<file path="src/hw/rtl/esa_pkg.sv">
// ----------------------------------------------------------------------------
// esa_pkg
// Types and constants shared by the elasticity stencil blocks.
// ----------------------------------------------------------------------------
package esa_pkg;

	localparam int IDX_W   = 3;
	localparam int DATA_W  = 32;
	localparam int CONST_W = 31;
	localparam int RW_W    = 11;
	localparam int ROW_W   = 20;
	localparam int COL_W   = 10;
	localparam int DIFF_W  = 36;
	localparam int OP_W    = 64;

	// Configuration register indexes.
	localparam logic [IDX_W-1:0] REG_MU_UPPER     = 3'd0;
	localparam logic [IDX_W-1:0] REG_LAMBDA_UPPER = 3'd1;
	localparam logic [IDX_W-1:0] REG_MU_LOWER     = 3'd2;
	localparam logic [IDX_W-1:0] REG_LAMBDA_LOWER = 3'd3;
	localparam logic [IDX_W-1:0] REG_INV_CELL_X   = 3'd4;
	localparam logic [IDX_W-1:0] REG_INV_CELL_Y   = 3'd5;
	localparam logic [IDX_W-1:0] REG_ROW_WIDTH    = 3'd6;
	localparam logic [IDX_W-1:0] REG_UPPER_START  = 3'd7;

	// Reset values of the configuration registers.
	localparam logic [CONST_W-1:0] RST_MU_UPPER     = 31'd65536;
	localparam logic [CONST_W-1:0] RST_LAMBDA_UPPER = 31'd65536;
	localparam logic [CONST_W-1:0] RST_MU_LOWER     = 31'd131072;
	localparam logic [CONST_W-1:0] RST_LAMBDA_LOWER = 31'd65536;
	localparam logic [CONST_W-1:0] RST_INV_CELL     = 31'd65536;
	localparam logic [RW_W-1:0]    RST_ROW_WIDTH    = 11'd1024;
	localparam logic [ROW_W-1:0]   RST_UPPER_START  = 20'd0;

	// Rounding shift of a product: by FRAC_BITS, one more, or two more.
	localparam logic [1:0] SH_F  = 2'd0;
	localparam logic [1:0] SH_F1 = 2'd1;
	localparam logic [1:0] SH_F2 = 2'd2;

	typedef struct packed {
		logic [CONST_W-1:0] mu_upper;
		logic [CONST_W-1:0] lambda_upper;
		logic [CONST_W-1:0] mu_lower;
		logic [CONST_W-1:0] lambda_lower;
		logic [CONST_W-1:0] inv_cell_x;
		logic [CONST_W-1:0] inv_cell_y;
		logic [RW_W-1:0]    row_width;
		logic [ROW_W-1:0]   upper_start_row;
	} esa_cfg_t;

	// One interior point: the window differences of both components.
	typedef struct packed {
		logic [1:0][DIFF_W-1:0] d2x;
		logic [1:0][DIFF_W-1:0] d2y;
		logic [1:0][DIFF_W-1:0] dm;
		logic [1:0][DIFF_W-1:0] ddx;
		logic [1:0][DIFF_W-1:0] ddy;
		logic [COL_W-1:0]       col;
		logic [ROW_W-1:0]       row;
	} esa_item_t;

	typedef struct packed {
		logic            start;
		logic [OP_W-1:0] a;
		logic [OP_W-1:0] b;
		logic [1:0]      sh;
	} esa_mul_req_t;

	typedef struct packed {
		logic            done;
		logic [OP_W-1:0] res;
		logic            clip;
	} esa_mul_rsp_t;

endpackage

</file>
<file path="src/hw/rtl/esa_queue.sv">
// ----------------------------------------------------------------------------
// esa_queue
// Two-entry queue between the window front and the arithmetic back.
// ----------------------------------------------------------------------------
module esa_queue import esa_pkg::*; (
	input  logic      clk,
	input  logic      arst_n,
	input  logic      push,
	input  esa_item_t push_item,
	output logic      full,
	input  logic      pop,
	output logic      valid,
	output esa_item_t head
);

	esa_item_t  ent_q [2];
	logic       wr_q, rd_q;
	logic [1:0] cnt_q;

	assign full  = (cnt_q == 2'd2);
	assign valid = (cnt_q != 2'd0);
	assign head  = ent_q[rd_q];

	always_ff @(posedge clk or negedge arst_n) begin
		if (!arst_n) begin
			wr_q  <= 1'b0;
			rd_q  <= 1'b0;
			cnt_q <= 2'd0;
		end else begin
			if (push) wr_q <= !wr_q;
			if (pop)  rd_q <= !rd_q;
			if (push && !pop)      cnt_q <= cnt_q + 2'd1;
			else if (pop && !push) cnt_q <= cnt_q - 2'd1;
		end
	end

	always_ff @(posedge clk) begin
		if (push) ent_q[wr_q] <= push_item;
	end

endmodule

</file>
<file path="config.mk">
export PLATFORM = sky130hd
export DESIGN_NAME = esa_queue
export DESIGN_NICKNAME = d
export VERILOG_FILES = /design/src/hw/rtl/esa_pkg.sv /design/src/hw/rtl/esa_queue.sv
export SDC_FILE = /design/constraint.sdc
export NUM_CORES = 1
export LEC_CHECK = 0
export ABC_AREA = 0
export BUFFER_PORTS_ARGS = -buffer_cell sky130_fd_sc_hd__buf_4
export CORE_MARGIN = 2
export CORE_UTILIZATION = 32
export CTS_BUF_LIST = sky130_fd_sc_hd__clkbuf_16
export DETAILED_ROUTE_END_ITERATION = 12
export MAX_ROUTING_LAYER = met4
export PLACE_DENSITY_LB_ADDON = 0.15
export SYNTH_ARGS = -nofsm -noshare
export SYNTH_HDL_FRONTEND = slang
export SYNTH_SLANG_ARGS = --single-unit
</file>
<file path="constraint.sdc">
create_clock -name clk -period 19.5 [get_ports clk]
set_clock_uncertainty 0.15 [all_clocks]
set_input_delay 0.975 -clock clk [delete_from_list [all_inputs] [get_ports clk]]
set_output_delay 0.975 -clock clk [all_outputs]
set_load 0.02 [all_outputs]
</file>
Word-level counts from Yosys, hierarchy flattened
Memory sizes are Yosys's and may differ from the RTL's. Cells that the tools add are included.

Muxes and demuxes: 4. Add/subtract/negate cells: 2. Reductions and logical operators: 8. Eq/ne operators: 1.

Operator list (number): 1-bit zero test (4); 2-bit two-way mux (2); 2-bit nonzero test (2); 2-bit by 1-bit adder with 2-bit output (second input constant) (1); 2-bit equality test (second input constant) (1); 1-bit logical AND (2); 1-bit two-way mux (2); 2-bit by 1-bit subtractor with 2-bit output (second input constant) (1).

Output and inout bits: 392. Memories: 1. Flip-flop bits (word level): 4. RAM bits: 780. Input bits: 394.

Memory list: ent_q (words 2, width 390, rd ports 1, clocked after Yosys merged registers in 0, write ports 1, RTL line esa_queue.sv:16) `esa_item_t ent_q [2];`.

Longest topological paths before layout
Word-level depth: 4. Mapped depth: 5. Mapped depth without buffers: 5.

Least setup slack after synthesis
Ideal clock, no wire load.

Path kind: input to register. Start point: in push. End point: mem ent_q[0][0] in the netlist's numbering, enable pin. Arrival: 17714 ps. Setup slack: 438 ps. Library setup time: 1197 ps. Path buffers: 0. Stages: 1. Cell sequence: nor2b_1.

Cells in the longest elaborated chain, start to end: 2.

RTL lines: start, declared (RTL line esa_queue.sv:8) `input logic push,`; 1-bit two-way mux (RTL line esa_queue.sv:38) `if (push) ent_q[wr_q] <= push_item;`; 1-bit two-way mux (not written as such) (RTL line esa_queue.sv:38); end, declared (RTL line esa_queue.sv:16).

Every way passes these cells.

==> summary.txt <==
Worst setup path
  – Worst r2r dst: ent_q[1][53]
  – CP startpoint kind: flop
  – Crit. End Element: output port
  – Setup CP Type: reg2out
  – CP peak stage delay: 0.98 ns
  – CP top delay family: buffers and inverters
  – Crit path max fanout: 138
  – Worst Path Arrival: 4.06 ns
  – CP max stage cell: buf_4
  – Most used cell, CP: buf_4
  – R2r startpoint: wr_q
  – Worst-case reg-to-reg path depth: 4
  – CP Data Required Time: 18.38 ns
  – Worst reg2reg setup slack: 15.10 ns
  – Worst path cell trace: buf_12 -> buf_4 -> mux2_2 -> buf_4
  – CP bufs+invs: 3

Clock tree
  – H-tree Lvls: 3
  – # clock sinks: 784
  – Clock transition at path regs: 0.05 ns
  – CTS tree: built
  – Root buf cell: clkbuf_16
  – CTS-repair resized insts: 0
  – TritonCTS Buffers: 88
  – Clk_lat worst skew: 0.62 ns
  – CTS max path bufs: 3

Global route
  – Vias in the first global route: 15949
  – Total GRT Usage: 0.158
  – Initial antenna violation count: 19
  – Global-route wire length before repair: 104 mm
  – Largest net degree at the start of global routing: 139
  – GRT Residual Overflow: 0

Cells and area
  – Nets: 2472
  – Layout cells sized above 1: 0.603
  – Fin util: 0.431
  – Design area: 38600 um2
  – Area added between synthesis and finish: 34.0%
  – Fill cells: 8042

Routing
  – Starting DRT DRC Count: 895
  – First-pass iteration count of the detailed router: 4
  – DRC Markers: 0
  – Vias per cell: 4.39
  – Wire per inst: 21.8 um
  – Detailed-route wire length: 72.7 mm
  – Routed vias: 14641
  – DRT antenna net count: 0

Floorplan
  – Die area: 92500 um2
  – Die Ht: 304 um
  – FP Rows: 110
  – # IOs: 786
  – Floorplan Core Area: 89600 um2
  – Die width: 304 um
  – Starting density of the core: 0.322

Placed design
  – GPL Wtd Cong: 0.792
  – DP Area: 35800 um2
  – Dpl hpwl: 50.1 mm
  – I/O Buffers: 785

STA
  – Final Max Tran Viols: 0
  – Period minus WS final: 5.18 ns
  – Worst slew pin tran: 1.16 ns
  – Setup TNS Final: 0 ns
  – Fin crit share: 0.266
  – Worst slew margin: 0.230
  – Fmax: 0.193 GHz
  – Finish-stage setup viols: 0
  – Unrepaired setup endpoints after global routing: false
  – Final hold viol count: 0

Power and ir drop
  – LEAKAGE: 14.6 nW
  – Maximum VDD drop: 0.116 mV
  – PD cells: 154 nW/um2

Synth
  – Syn_nets: 1625
  – Yosys Warn Count: 0
  – Mean Syn Cell Area: 23.4 um2
  – Cell variety after synth: 15
  – Post-Syn Area: 28800 um2
  – Post-synthesis cell count: 1230
  – Sequential cell area fraction in the yosys report: 0.816
  – #FFs+latches synth: 784

Min path
  – Min-delay worst type: reg2reg
  – Min-Delay Endpoint: cnt_q[1]
  – WHS Path Cells: 1
  – HP Start: cnt_q[1]

Outcome
  – Status: complete, no violations

Job
  – Max-cap violations: 0
==> area by class of cell <==
cell class | count | area [um2] | share of cell area
flip-flops and latches | 784 | 23500 | 0.609
repair buffers | 801 | 6030 | 0.156
multi-input cells | 401 | 4820 | 0.125
clock buffers | 89 | 2230 | 0.0576
well taps | 1176 | 1470 | 0.0381
clock inverters | 66 | 509 | 0.0132
diodes | 17 | 42.5 | 0.00110
inverters | 1 | 3.75 | 0.0000972
==> what timing repair did <==
item                      CTS  global route
hold buffers                1             0
hold endpoints to repair    4             0
setup buffers               0             0
==> metal layers <==
layer,global-route usage,vias up,share of wire
li1,-,6654,-
met1,0.154,7361,0.35
met2,0.283,524,0.55
met3,0.0582,102,0.082
met4,0.0590,0,0.025
met5,-,-,0
==> sequential cells by signal, indices dropped and copies added (netlist names) <==
signal and flops:
cnt_q 2, ent_q 780, rd_q 1, wr_q 1
==> cells in the final DEF, fill, tap and decap left out, drive strengths merged <==
master,synthesis,routed
and2,1,1
buf,44,800
bufinv,0,7
clkbuf,0,89
clkinv,0,42
dfrtp,4,4
diode,0,17
dlygate4sd3,0,1
edfxtp,780,780
ha,1,1
inv,1,18
mux2,390,390
nor2,1,1
nor2b,2,2
or2,1,1
xnor2,1,1
xor2,4,4
==> metrics by stage <==
stage	hold WS [ns]	total power [W]	setup WS, ns	instances
finish	0.328	0.00594	14.32	3335
global route	0.317	0.00620	14.09	3335
CTS	0.310	0.00604	14.20	3318
detailed placement	0.321	0.00445	14.39	3162
global placement	0.315	0.00443	14.38	3162
floorplan	0.297	0.00382	0.438	1230
==> report_power, final <==
part	internal [W]	leakage, nW	total, W	switching [W]
clock	0.000918	1.40	0.00157	0.000651
sequential	0.00224	7.37	0.00232	0.0000778
combinational	0.000898	5.83	0.00205	0.00115
total	0.00406	14.6	0.00594	0.00188
==> kinds of logic after synthesis <==
kind of cell               count (synthesis)  synth area share
xor gates and xnor gates                   5           0.00152
adders and majority gates                  1          0.000434
buffers and inverters                     45            0.0172
DFF                                      784             0.816
muxes                                    390             0.164
and+or+nand+nor                            5          0.000998
==> Yosys cell counts <==
cell type | count | share of area
and2_1 | 1 | 0.00022
buf_4 | 1 | 0.00026
buf_6 | 43 | 0.017
dfrtp_1 | 4 | 0.0035
edfxtp_1 | 780 | 0.81
ha_1 | 1 | 0.00043
inv_1 | 1 | 0.00013
mux2_1 | 21 | 0.0082
mux2_2 | 279 | 0.11
mux2_4 | 90 | 0.047
nor2_1 | 1 | 0.00013
nor2b_1 | 2 | 0.00043
or2_2 | 1 | 0.00022
xnor2_1 | 1 | 0.00030
xor2_1 | 4 | 0.0012
==> worst max-delay path by stage <==
stage                     startpoint       endpoint  slack, ns  depth (start not counted)
after floorplan                 push    ent_q[0][0]       0.44                          1
after global placement          push  ent_q[1][271]      14.38                          5
after detailed placement        push   ent_q[1][53]      14.39                          5
after CTS                       rd_q      head[237]      14.20                          4
after global routing            rd_q      head[236]      14.09                          4
final                           rd_q      head[248]      14.32                          4
Note: power is estimated with default switching activity, not from simulation.
